==> src/design/wmf_pkg.sv <==
// ----------------------------------------------------------------------------
// wmf_pkg
// Shared types, constants and defaults of the window median filter.
// ----------------------------------------------------------------------------
package wmf_pkg;

    // default geometry
    localparam int DEF_WIN_H     = 3;
    localparam int DEF_WIN_W     = 3;
    localparam int DEF_MAX_WIDTH = 2048;

    // fixed limits and sizes
    localparam int ROW_LIMIT   = 2048;
    localparam int PIX_W       = 24;
    localparam int CH_W        = 8;
    localparam int NUM_CH      = 3;
    localparam int POS_W       = 11;
    localparam int CFG_W       = 12;
    localparam int QUEUE_DEPTH = 4;

    // register reset values
    localparam logic [CFG_W-1:0] RST_FRAME_WIDTH  = 12'd640;
    localparam logic [CFG_W-1:0] RST_FRAME_HEIGHT = 12'd480;
    localparam logic             RST_COLOR_MODE   = 1'b1;

    // configuration register indexes
    typedef enum logic [1:0] {
        CFG_FRAME_WIDTH  = 2'd0,
        CFG_FRAME_HEIGHT = 2'd1,
        CFG_COLOR_MODE   = 2'd2
    } t_cfg_idx;

    // per-result side information carried with each window
    typedef struct packed {
        logic [POS_W-1:0] center_row;
        logic [POS_W-1:0] center_col;
        logic             frame_end;
        logic             color_mode;
    } t_meta;

    localparam int META_W = $bits(t_meta);

endpackage

==> src/design/wmf_queue.sv <==
// ----------------------------------------------------------------------------
// wmf_queue
// Small register queue between the window front and the median back.
// ----------------------------------------------------------------------------
module wmf_queue #(
    parameter int WIDTH = 240,
    parameter int DEPTH = wmf_pkg::QUEUE_DEPTH
) (
    input  logic             i_clk,
    input  logic             i_rst_n,
    input  logic             i_push,
    input  logic [WIDTH-1:0] i_data,
    input  logic             i_pop,
    output logic             o_valid,
    output logic [WIDTH-1:0] o_data
);

    localparam int PTR_W = $clog2(DEPTH);
    localparam int CNT_W = $clog2(DEPTH + 1);

    logic [WIDTH-1:0] r_mem [DEPTH];
    logic [PTR_W-1:0] r_wr_ptr, r_rd_ptr;
    logic [CNT_W-1:0] r_count;

    // pointers and fill count
    always_ff @(posedge i_clk) begin
        if (!i_rst_n) begin
            r_wr_ptr <= '0;
            r_rd_ptr <= '0;
            r_count  <= '0;
        end else begin
            if (i_push) begin
                r_wr_ptr <= (r_wr_ptr == PTR_W'(DEPTH - 1)) ? '0 : r_wr_ptr + PTR_W'(1);
            end
            if (i_pop) begin
                r_rd_ptr <= (r_rd_ptr == PTR_W'(DEPTH - 1)) ? '0 : r_rd_ptr + PTR_W'(1);
            end
            r_count <= r_count + CNT_W'(i_push) - CNT_W'(i_pop);
        end
    end

    // storage
    always_ff @(posedge i_clk) begin
        if (i_push) begin
            r_mem[r_wr_ptr] <= i_data;
        end
    end

    assign o_valid = (r_count != '0);
    assign o_data  = r_mem[r_rd_ptr];

endmodule

==> config.mk <==
export PLATFORM = sky130hd
export DESIGN_NAME = wmf_queue
export DESIGN_NICKNAME = d
export VERILOG_FILES = /design/src/design/wmf_pkg.sv /design/src/design/wmf_queue.sv
export SDC_FILE = /design/constraint.sdc
export NUM_CORES = 1
export LEC_CHECK = 0
export ABC_AREA = 1
export ABC_CLOCK_PERIOD_IN_PS = 6900
export CAP_MARGIN = 20
export CORE_MARGIN = 2
export CORE_UTILIZATION = 59
export CTS_CLUSTER_DIAMETER = 200
export DETAILED_ROUTE_END_ITERATION = 16
export DONT_BUFFER_PORTS = 1
export PLACE_DENSITY = 0.81
export SLEW_MARGIN = 20
export SYNTH_ARGS = -nofsm -noshare
export SYNTH_HDL_FRONTEND = slang
export SYNTH_SLANG_ARGS = --single-unit
export TNS_END_PERCENT = 100
==> constraint.sdc <==
create_clock -name i_clk -period 6.9 [get_ports i_clk]
set_input_delay 1.035 -clock i_clk [delete_from_list [all_inputs] [get_ports i_clk]]
set_output_delay 1.035 -clock i_clk [all_outputs]
set_load 0.1 [all_outputs]
==> results.yml <==
status:
  status: "finished clean"
yosys:
  yosysSeqAreaShare_pct: 73.9
  synth.area.top_cells: "edfxtp_1, o211ai_2, inv_1"
  synth.top_cell.area_share_pct: 73.4
  yosysWarnings: 0
  synth_edf_count: 960
  yosysTopAreaCell: "edfxtp_1"
  syn_nets: 3110
  syn_inst: 2858
  synth_commonest_cells: "edfxtp_1, inv_1, nand2_1"
  async_flop_share_pct: 0
  ys_ff_latch: 969
  yosys.cell_types.count: 16
  syn_area_um2: 39300
  syn_avg_cell_area_um2: 13.7
  synth_flop_cell: "edfxtp_1"
  synth_most_common_cell: "edfxtp_1"
routing:
  m1WireLength_um: 27300
  highest_layer: "met4"
  wl_met2_um: 39400
  drtAntennaViolNets: 0
  drc_errors: 0
  viasPerCell: 5.61
  totalWireLength_um: 76700
  drt_iter0_drc: 1821
  wl_met3_um: 7090
  wl_per_cell_um: 20.4
  drt_pass1_iterations: 5
  via_count: 21072
placed_design:
  gp_congestion: 0.790
  io_buffer_count: 0
  dp_hpwl_um: 45400
  pre_cts_ws_ns: 3.05
hold_path:
  hp-class: "input port to register"
  hold_start: "i_data[40]"
clock_network:
  cts_sinks: 969
  postCtsSetupRepairBufs: 0
  root_buffer: "clkbuf_16"
  cts_hold_buf: 0
  cts_tree: "built"
  clk_latency_ns: 0.63
  cts_resized: 0
  clkTransAtPathRegs_ns: 0.06
  clk_path_buf_depth: 3
  cts_htree_levels: 3
  cts_buffers: 94
grt:
  grt_max_degree: 201
  antenna_found_initial: 0
  gr-total-overflow: 0
  grt_pass1_vias: 20778
  grt_pass1_wl_um: 113000
  grtUsageTotal_pct: 21.4
die:
  die_area_um2: 68700
  start_util_pct: 59.6
  io_pins: 485
  core_um2: 65900
  die_x_um: 262
  rows: 94
  fp.dieH_um: 262
worst_setup_path:
  critPathCaptureType: "output port"
  path_class: "register to output port"
  required_ns: 5.86
  arrival_ns: 3.49
  cp-start-kind: "register"
  cp_max_fo: 79
  r2r_start: "r_wr_ptr[0]$_SDFFE_PN0P_"
  ff2ff_setup_slack_ns: 4.32
sta:
  post-route-min-period_ns: 4.53
  clock.fmax_mhz: 221
  worst_pin_slew_ns: 1.09
  drv_slew: 0
  finalSetupViolCount: 0
  slew_headroom_pct: 27.3
  finClkSkew_ns: 0.0149
  rsz0062_at_grt: "no"
  tns_ns: 0
  worst_slack_ns: 2.37
  fin_crit_sh_pct: 65.6
  hold_viol_final: 0
finish:
  antenna_cells: 0
  nets: 3068
  drive_gt1_share_pct: 14.0
  area_delta_synth_final_pct: 9.29
run:
  cap_violations: 0
power:
  power.static_leakage_uw: 0.0156
  ir_drop_uv: 286
  power_density_nw_per_um2: 339
[final timing paths]
check	endpoint	cells past startpoint
max	o_data[138]	3
min	r_mem[0][40]$_DFFE_PP_	0
max reg2reg	r_mem[0][104]$_DFFE_PP_	5
min reg2reg	register	2
[where the power goes]
group          switching [uW]  total, uW  internal (uW)
clock                    2120       5210           3090
sequential               88.8       6850           6760
combinational            2250       2480            233
[cells in the final DEF, fill, tap and decap left out]
cell type   netlist  routed
nand3_1           2       2
buf_4            27       9
inv_1           495     491
bufinv_16         0      14
clkinv_4          0       1
inv_6             0       2
fa_1              1       1
buf_12            0      13
clkinv_2          0      12
ha_1              7       7
edfxtp_1        960     960
inv_16            0       3
clkinvlp_4        0       6
o21ai_0         243     243
clkbuf_1         36      13
clkbuf_16         0      94
clkinv_16         0       1
inv_8             0       4
a21oi_1         243     243
nor2_1            8       8
clkbuf_8          0       5
dfxtp_1           9       7
nand2_1         490     490
clkinv_1          0      21
o211ai_2        240     240
dfxtp_4           0       2
[cells by family after synthesis]
| kind of cell | count (synthesis) | synth area share [%] |
|---|---|---|
| compound gates | 726 | 13.8 |
| buf+inv | 655 | 7.25 |
| simple gates | 500 | 4.78 |
| fa+ha+maj | 8 | 0.274 |
| flops | 969 | 73.9 |
[registers in the layout, indices dropped and copies added, names as in the netlist, named ones only]
signal	count
r_wr_ptr	2
r_count	3
r_rd_ptr	2
r_mem	960
[layout make-up]
cell class,count,area (um^2)
Clock buffer,112,2470
Clock inverter,60,721
Fill cell,4319,22900
Inverter,495,1890
Multi-Input combinational cell,1234,7420
Sequential cell,969,29000
Tap cell,864,1080
Timing Repair Buffer,22,328
[through the flow]
| step | total power, uW | cells | utilization [%] | instance area, um^2 | hold WS (ns) |
|---|---|---|---|---|---|
| 6_report | 14500 | 3756 | 65.2 | 42900 | 0.487 |
| 5_1_grt | 15000 | 3756 | 65.2 | 42900 | 0.450 |
| 4_1_cts | 14600 | 3756 | 65.2 | 42900 | 0.446 |
| 3_5_place_dp | 9450 | 3584 | 60.3 | 39700 | 0.489 |
| 3_3_place_gp | 9390 | 3584 | 60.3 | 39700 | 0.473 |
| 2_1_floorplan | 9250 | 2858 | - | 39300 | 0.469 |
[routing by layer]
metal  vias up  track usage (%)
met5         -                0
met4         0             8.66
met3       157             7.92
met2       689             37.4
met1     10333             23.8
li1       9893                -
[critical path: stages (launching register included)]
cell and delay [ns]:
dfxtp_4 0.94, buf_4 0.78, o21ai_0 0.29, nand2_1 0.73
Note: power is estimated with default switching activity, not from simulation.
