**src/design/wmf_pkg.sv**
```systemverilog
// ----------------------------------------------------------------------------
// wmf_pkg
// Shared types, constants and defaults of the window median filter.
// ----------------------------------------------------------------------------
package wmf_pkg;

    // default geometry
    localparam int DEF_WIN_H     = 3;
    localparam int DEF_WIN_W     = 3;
    localparam int DEF_MAX_WIDTH = 2048;

    // fixed limits and sizes
    localparam int ROW_LIMIT   = 2048;
    localparam int PIX_W       = 24;
    localparam int CH_W        = 8;
    localparam int NUM_CH      = 3;
    localparam int POS_W       = 11;
    localparam int CFG_W       = 12;
    localparam int QUEUE_DEPTH = 4;

    // register reset values
    localparam logic [CFG_W-1:0] RST_FRAME_WIDTH  = 12'd640;
    localparam logic [CFG_W-1:0] RST_FRAME_HEIGHT = 12'd480;
    localparam logic             RST_COLOR_MODE   = 1'b1;

    // configuration register indexes
    typedef enum logic [1:0] {
        CFG_FRAME_WIDTH  = 2'd0,
        CFG_FRAME_HEIGHT = 2'd1,
        CFG_COLOR_MODE   = 2'd2
    } t_cfg_idx;

    // per-result side information carried with each window
    typedef struct packed {
        logic [POS_W-1:0] center_row;
        logic [POS_W-1:0] center_col;
        logic             frame_end;
        logic             color_mode;
    } t_meta;

    localparam int META_W = $bits(t_meta);

endpackage

```
**src/design/wmf_back.sv**
```systemverilog
// ----------------------------------------------------------------------------
// wmf_back
// Rank-based median selection per channel with a stallable output register.
// ----------------------------------------------------------------------------
module wmf_back #(
    parameter int WIN_H = wmf_pkg::DEF_WIN_H,
    parameter int WIN_W = wmf_pkg::DEF_WIN_W
) (
    input  logic                                    i_clk,
    input  logic                                    i_rst_n,
    input  logic                                    i_valid,
    output logic                                    o_pop,
    input  logic [WIN_H*WIN_W*wmf_pkg::PIX_W+wmf_pkg::META_W-1:0] i_data,
    output logic                                    o_out_valid,
    input  logic                                    i_out_stall,
    output logic [wmf_pkg::CH_W-1:0]                o_med_ch0,
    output logic [wmf_pkg::CH_W-1:0]                o_med_ch1,
    output logic [wmf_pkg::CH_W-1:0]                o_med_ch2,
    output logic [wmf_pkg::POS_W-1:0]               o_center_row,
    output logic [wmf_pkg::POS_W-1:0]               o_center_col,
    output logic                                    o_frame_end
);

    localparam int WIN_N = WIN_H * WIN_W;
    localparam int PW    = wmf_pkg::PIX_W;
    localparam int CW    = wmf_pkg::CH_W;
    localparam int NCH   = wmf_pkg::NUM_CH;

    logic                 r_s1_valid;
    logic [CW-1:0]        r_s1_val [NCH][WIN_N];
    logic [WIN_N-1:0]     r_s1_lt  [NCH][WIN_N];
    wmf_pkg::t_meta       r_s1_meta;

    logic                 r_out_valid;
    logic [CW-1:0]        r_med [NCH];
    wmf_pkg::t_meta       r_out_meta;

    logic [CW-1:0]        v    [NCH][WIN_N];
    logic [WIN_N-1:0]     lt   [NCH][WIN_N];
    logic [CW-1:0]        med  [NCH];
    logic                 en;

    assign en    = !r_out_valid || !i_out_stall;
    assign o_pop = en && i_valid;

    // comparison matrix: bit j of row i set when element j sorts before element i
    always_comb begin
        for (int ch = 0; ch < NCH; ch++) begin
            for (int i = 0; i < WIN_N; i++) begin
                v[ch][i] = i_data[i*PW + ch*CW +: CW];
            end
            for (int i = 0; i < WIN_N; i++) begin
                for (int j = 0; j < WIN_N; j++) begin
                    if (j < i) begin
                        lt[ch][i][j] = v[ch][j] <= v[ch][i];
                    end else if (j > i) begin
                        lt[ch][i][j] = v[ch][j] < v[ch][i];
                    end else begin
                        lt[ch][i][j] = 1'b0;
                    end
                end
            end
        end
    end

    // pick the element whose rank is the middle one; channels 1 and 2 read zero when color mode is off
    always_comb begin
        for (int ch = 0; ch < NCH; ch++) begin
            med[ch] = '0;
            for (int i = 0; i < WIN_N; i++) begin
                if ($countones(r_s1_lt[ch][i]) == WIN_N / 2) begin
                    med[ch] = med[ch] | r_s1_val[ch][i];
                end
            end
        end
        if (!r_s1_meta.color_mode) begin
            med[1] = '0;
            med[2] = '0;
        end
    end

    // valid bits
    always_ff @(posedge i_clk) begin
        if (!i_rst_n) begin
            r_s1_valid  <= 1'b0;
            r_out_valid <= 1'b0;
        end else if (en) begin
            r_s1_valid  <= i_valid;
            r_out_valid <= r_s1_valid;
        end
    end

    // payload pipeline
    always_ff @(posedge i_clk) begin
        if (en) begin
            r_s1_val   <= v;
            r_s1_lt    <= lt;
            r_s1_meta  <= i_data[WIN_N*PW +: wmf_pkg::META_W];
            r_med      <= med;
            r_out_meta <= r_s1_meta;
        end
    end

    assign o_out_valid  = r_out_valid;
    assign o_med_ch0    = r_med[0];
    assign o_med_ch1    = r_med[1];
    assign o_med_ch2    = r_med[2];
    assign o_center_row = r_out_meta.center_row;
    assign o_center_col = r_out_meta.center_col;
    assign o_frame_end  = r_out_meta.frame_end;

endmodule

```
**config.mk**
```make
export PLATFORM = sky130hd
export DESIGN_NAME = wmf_back
export DESIGN_NICKNAME = d
export VERILOG_FILES = /design/src/design/wmf_pkg.sv /design/src/design/wmf_back.sv
export SDC_FILE = /design/constraint.sdc
export NUM_CORES = 2
export LEC_CHECK = 0
export ABC_CLOCK_PERIOD_IN_PS = 20600
export BUFFER_PORTS_ARGS = -buffer_cell sky130_fd_sc_hd__buf_4
export CORE_MARGIN = 5
export CORE_UTILIZATION = 57
export CTS_CLUSTER_SIZE = 25
export DETAILED_ROUTE_END_ITERATION = 10
export PLACE_DENSITY = 0.79
export SYNTH_ARGS = -nofsm -noshare
export SYNTH_HDL_FRONTEND = slang
export SYNTH_SLANG_ARGS = --single-unit
```
**constraint.sdc**
```tcl
create_clock -name i_clk -period 20.6 [get_ports i_clk]
set_clock_uncertainty 0.2 [all_clocks]
set_input_delay 4.12 -clock i_clk [delete_from_list [all_inputs] [get_ports i_clk]]
set_output_delay 4.12 -clock i_clk [all_outputs]
set_load 0.02 [all_outputs]
```
==> insert_results.sql <==
INSERT INTO impl_metrics (metric_group, metric, value, unit) VALUES
('cells_and_area', 'final_common_cell', 'sky130_fd_sc_hd__ha_1', ''),
('route', 'firstDrtPassIters', '7', ''),
('logic_synthesis', 'syn_inst', '3667', ''),
('grt', 'grt_start_max_net_pins', '176', ''),
('route', 'initial_drc_count', '3873', ''),
('sta', 'timing.final.setup_violations', '0', ''),
('sta', 'post-route-period-util', '46.88', '%'),
('route', 'postRouteWirelength', '128500', 'microns'),
('sta', 'grt_setup_unrepaired', 'no', ''),
('clock_network', 'numCtsBuffers', '56', ''),
('cells_and_area', 'finalCoreUtilization', '65.22', '%'),
('floorplan', 'die_x', '279.7', 'microns'),
('grt', 'antenna_found_initial', '6', ''),
('clock_network', 'cts.reportedPaths.clkPinSlew', '60', 'ps'),
('cells_and_area', 'most-common-layout-cells', 'sky130_fd_sc_hd__ha_1 (945), sky130_fd_sc_hd__edfxtp_1 (503), sky130_fd_sc_hd__inv_1 (483), sky130_fd_sc_hd__buf_4 (304), sky130_fd_sc_hd__a21o_1 (281)', ''),
('floorplan', 'floorplan.io_pins', '293', ''),
('logic_synthesis', 'post_synth.cell_area_avg', '11.31', 'sq um'),
('sta', 'maxSlewViolCount', '0', ''),
('clock_network', 'clk_root_buffer_cell', 'sky130_fd_sc_hd__clkbuf_16', ''),
('floorplan', 'fp.dieArea', '78230', 'sq um'),
('grt', 'first_global_vias', '32810', ''),
('setup_path', 'critPathMaxFanout', '71', ''),
('clock_network', 'ctsResizeCount', '0', ''),
('logic_synthesis', 'syn-num-nets', '4964', ''),
('route', 'num_vias', '32940', ''),
('floorplan', 'fp-row-count', '98', ''),
('floorplan', 'die_y', '279.7', 'microns'),
('grt', 'gr-total-overflow', '0', ''),
('clock_network', 'clock_tree_from_tritoncts', 'yes', ''),
('floorplan', 'core_region_area', '71850', 'sq um'),
('logic_synthesis', 'synth.ff_latch_count', '505', ''),
('place', 'placement.cell_area', '44930', 'sq um'),
('hold_path', 'min_delay_path_class', 'reg2reg', ''),
('route', 'routedWlPerCell', '25.59', 'microns'),
('logic_synthesis', 'ys.warnings.count', '0', ''),
('place', 'detailed_place_hpwl', '94200', 'microns'),
('setup_path', 'arrival', '5340', 'ps'),
('logic_synthesis', 'asyncSetResetFlopFracSynth', '0', '%'),
('setup_path', 'end_kind', 'output pin', ''),
('sta', 'report.final.hold_viol_count', '0', ''),
('logic_synthesis', 'synth_seq_area_share', '36.53', '%'),
('setup_path', 'cp_data_required_time', '16280', 'ps'),
('clock_network', 'cts_num_sinks', '505', ''),
('cells_and_area', 'finish.net_count', '5320', ''),
('floorplan', 'initial_core_util', '57.70', '%'),
('place', 'place.port_buffers', '292', ''),
('logic_synthesis', 'netlist-cell-type-count', '56', ''),
('pwr', 'p_leak', '0.02265', 'uW'),
('cells_and_area', 'antennaDiodeCount', '0', ''),
('setup_path', 'worst-setup-path-type', 'in2out', ''),
('pwr', 'powerDensity', '89.56', 'nW/um^2'),
('clock_network', 'number_of_h_tree_levels', '2', ''),
('cells_and_area', 'final_area', '46860', 'sq um'),
('sta', 'totalNegativeSetupSlack', '0', 'ps'),
('place', 'gpl.final_weighted_congestion', '0.9834', ''),
('clock_network', 'clkLatencyLatePin', '640', 'ps'),
('cells_and_area', 'drive_above_1_share', '10.52', '%'),
('sta', 'finalCriticalPeriod', '9657', 'ps'),
('logic_synthesis', 'synth_enable_flop_cells', '503', ''),
('pwr', 'irDropWorstVdd', '0.08553', 'mV'),
('route', 'routed_via_density', '6.561', ''),
('route', 'remaining_drc_errors', '0', ''),
('sta', 'max-slew-margin-rel', '20.22', '%'),
('setup_path', 'critical_path_launch_point_type', 'input port', ''),
('logic_synthesis', 'post_synth_instance_area', '41460', 'sq um'),
('pwr', 'power.total', '4197', 'uW'),
('sta', 'worst_hold_slack', '216.5', 'ps'),
('clock_network', 'cts_post_setup_buffers_inserted', '0', ''),
('run_status', 'status', 'completed', ''),
('clock_network', 'postCtsHoldBufs', '0', ''),
('route', 'final_antenna_net_count', '0', ''),
('clock_network', 'clockBufferDepth', '3', ''),
('sta', 'max_slew.worst_pin.slew', '1194', 'ps'),
('sta', 'maxClockFrequency', '103.6', 'MHz'),
('cells_and_area', 'fillers', '5506', ''),
('cells_and_area', 'synthToLayoutAreaGrowth', '13.03', '%'),
('logic_synthesis', 'ys_dominant_reg_cell', 'sky130_fd_sc_hd__edfxtp_1', ''),
('grt', 'grt_util_all_layers', '31.78', '%'),
('setup_path', 'rrSetupSlack', '15300', 'ps'),
('grt', 'first_pass_grt_wire_length', '190000', 'microns'),
('job', 'drv_cap', '0', '');
==> worst max-delay path, stage by stage <==
cell and delay (ps):
sky130_fd_sc_hd__buf_4 120, sky130_fd_sc_hd__nand2_4 670, sky130_fd_sc_hd__and2_1 260, sky130_fd_sc_hd__buf_4 150
==> final cells by class <==
type	count	area (sq um)	area share, %
inverter	484	1817	3.877
multi-input combinational	2671	24480	52.23
sequential	505	15140	32.32
tap	950	1189	2.537
clock buffer	66	1460	3.116
timing repair buffer	305	2302	4.913
clock inverter	39	471.7	1.007
==> logic make-up after synthesis <==
logic type,count (synthesis),synth area share [%]
buffers and inverters,491,4.454
adders and majority gates,1053,33.73
muxes,5,0.1237
AOI/OAI and AO/OA,1041,17.11
and+or+nand+nor,572,8.046
DFF,505,36.53
==> path summary, 6_finish.rpt <==
kind           startpoint              end  cells after the start
max           i_out_stall            o_pop                      4
min          r_s1_meta[3]  o_center_col[1]                      0
max reg2reg   r_s1_lt[54]     o_med_ch2[0]                     11
min reg2reg  r_s1_meta[3]  o_center_col[1]                      0
==> routing by layer <==
| layer | global-route usage [%] | vias up | part of all wire, % |
|---|---|---|---|
| met4 | 14.79 | 8 | 5.9 |
| met1 | 41.32 | 15560 | 38 |
| met5 | 0 | - | 0.051 |
| met2 | 50.44 | 1988 | 44 |
| met3 | 7.851 | 493 | 12 |
| li1 | - | 14890 | - |
==> through the flow <==
| stage | std cells | setup slack, ps |
|---|---|---|
| 2_1_floorplan | 3667 | 505.6 |
| 3_3_place_gp | 4915 | 10940 |
| 3_5_place_dp | 4915 | 10910 |
| 4_1_cts | 5020 | 10910 |
| 5_1_grt | 5020 | 10810 |
| 6_report | 5020 | 10940 |
==> registers in the layout, summed over array words and instances, names as in the netlist, 8 cells and up <==
signal        flops
r_s1_lt         216
r_s1_val        216
r_s1_meta        24
o_center_col     11
o_center_row     11
o_med_ch0         8
o_med_ch1         8
o_med_ch2         8
==> power by group <==
group / switching, uW / total [uW] / internal [uW]
Combinational: 1050 / 1790 / 739
Clock: 443 / 1070 / 622
Sequential: 52.8 / 1340 / 1290
==> cell usage after synthesis, drive strengths merged (40+ instances only) <==
cell    number  area share, %
nand2       46           0.42
nor2        87           0.79
o22ai       54           0.81
o21ai      197            2.4
a22oi       54           0.98
o21a       135            2.4
ha         945             29
nand4      215            3.2
a21o       284            5.2
a211oi      64            1.2
edfxtp     503             36
inv        483            4.4
fa         108            5.2
a222oi      40           0.97
nand3      103            1.2
a21oi      151            1.8
(Power assumes the default switching activity.)
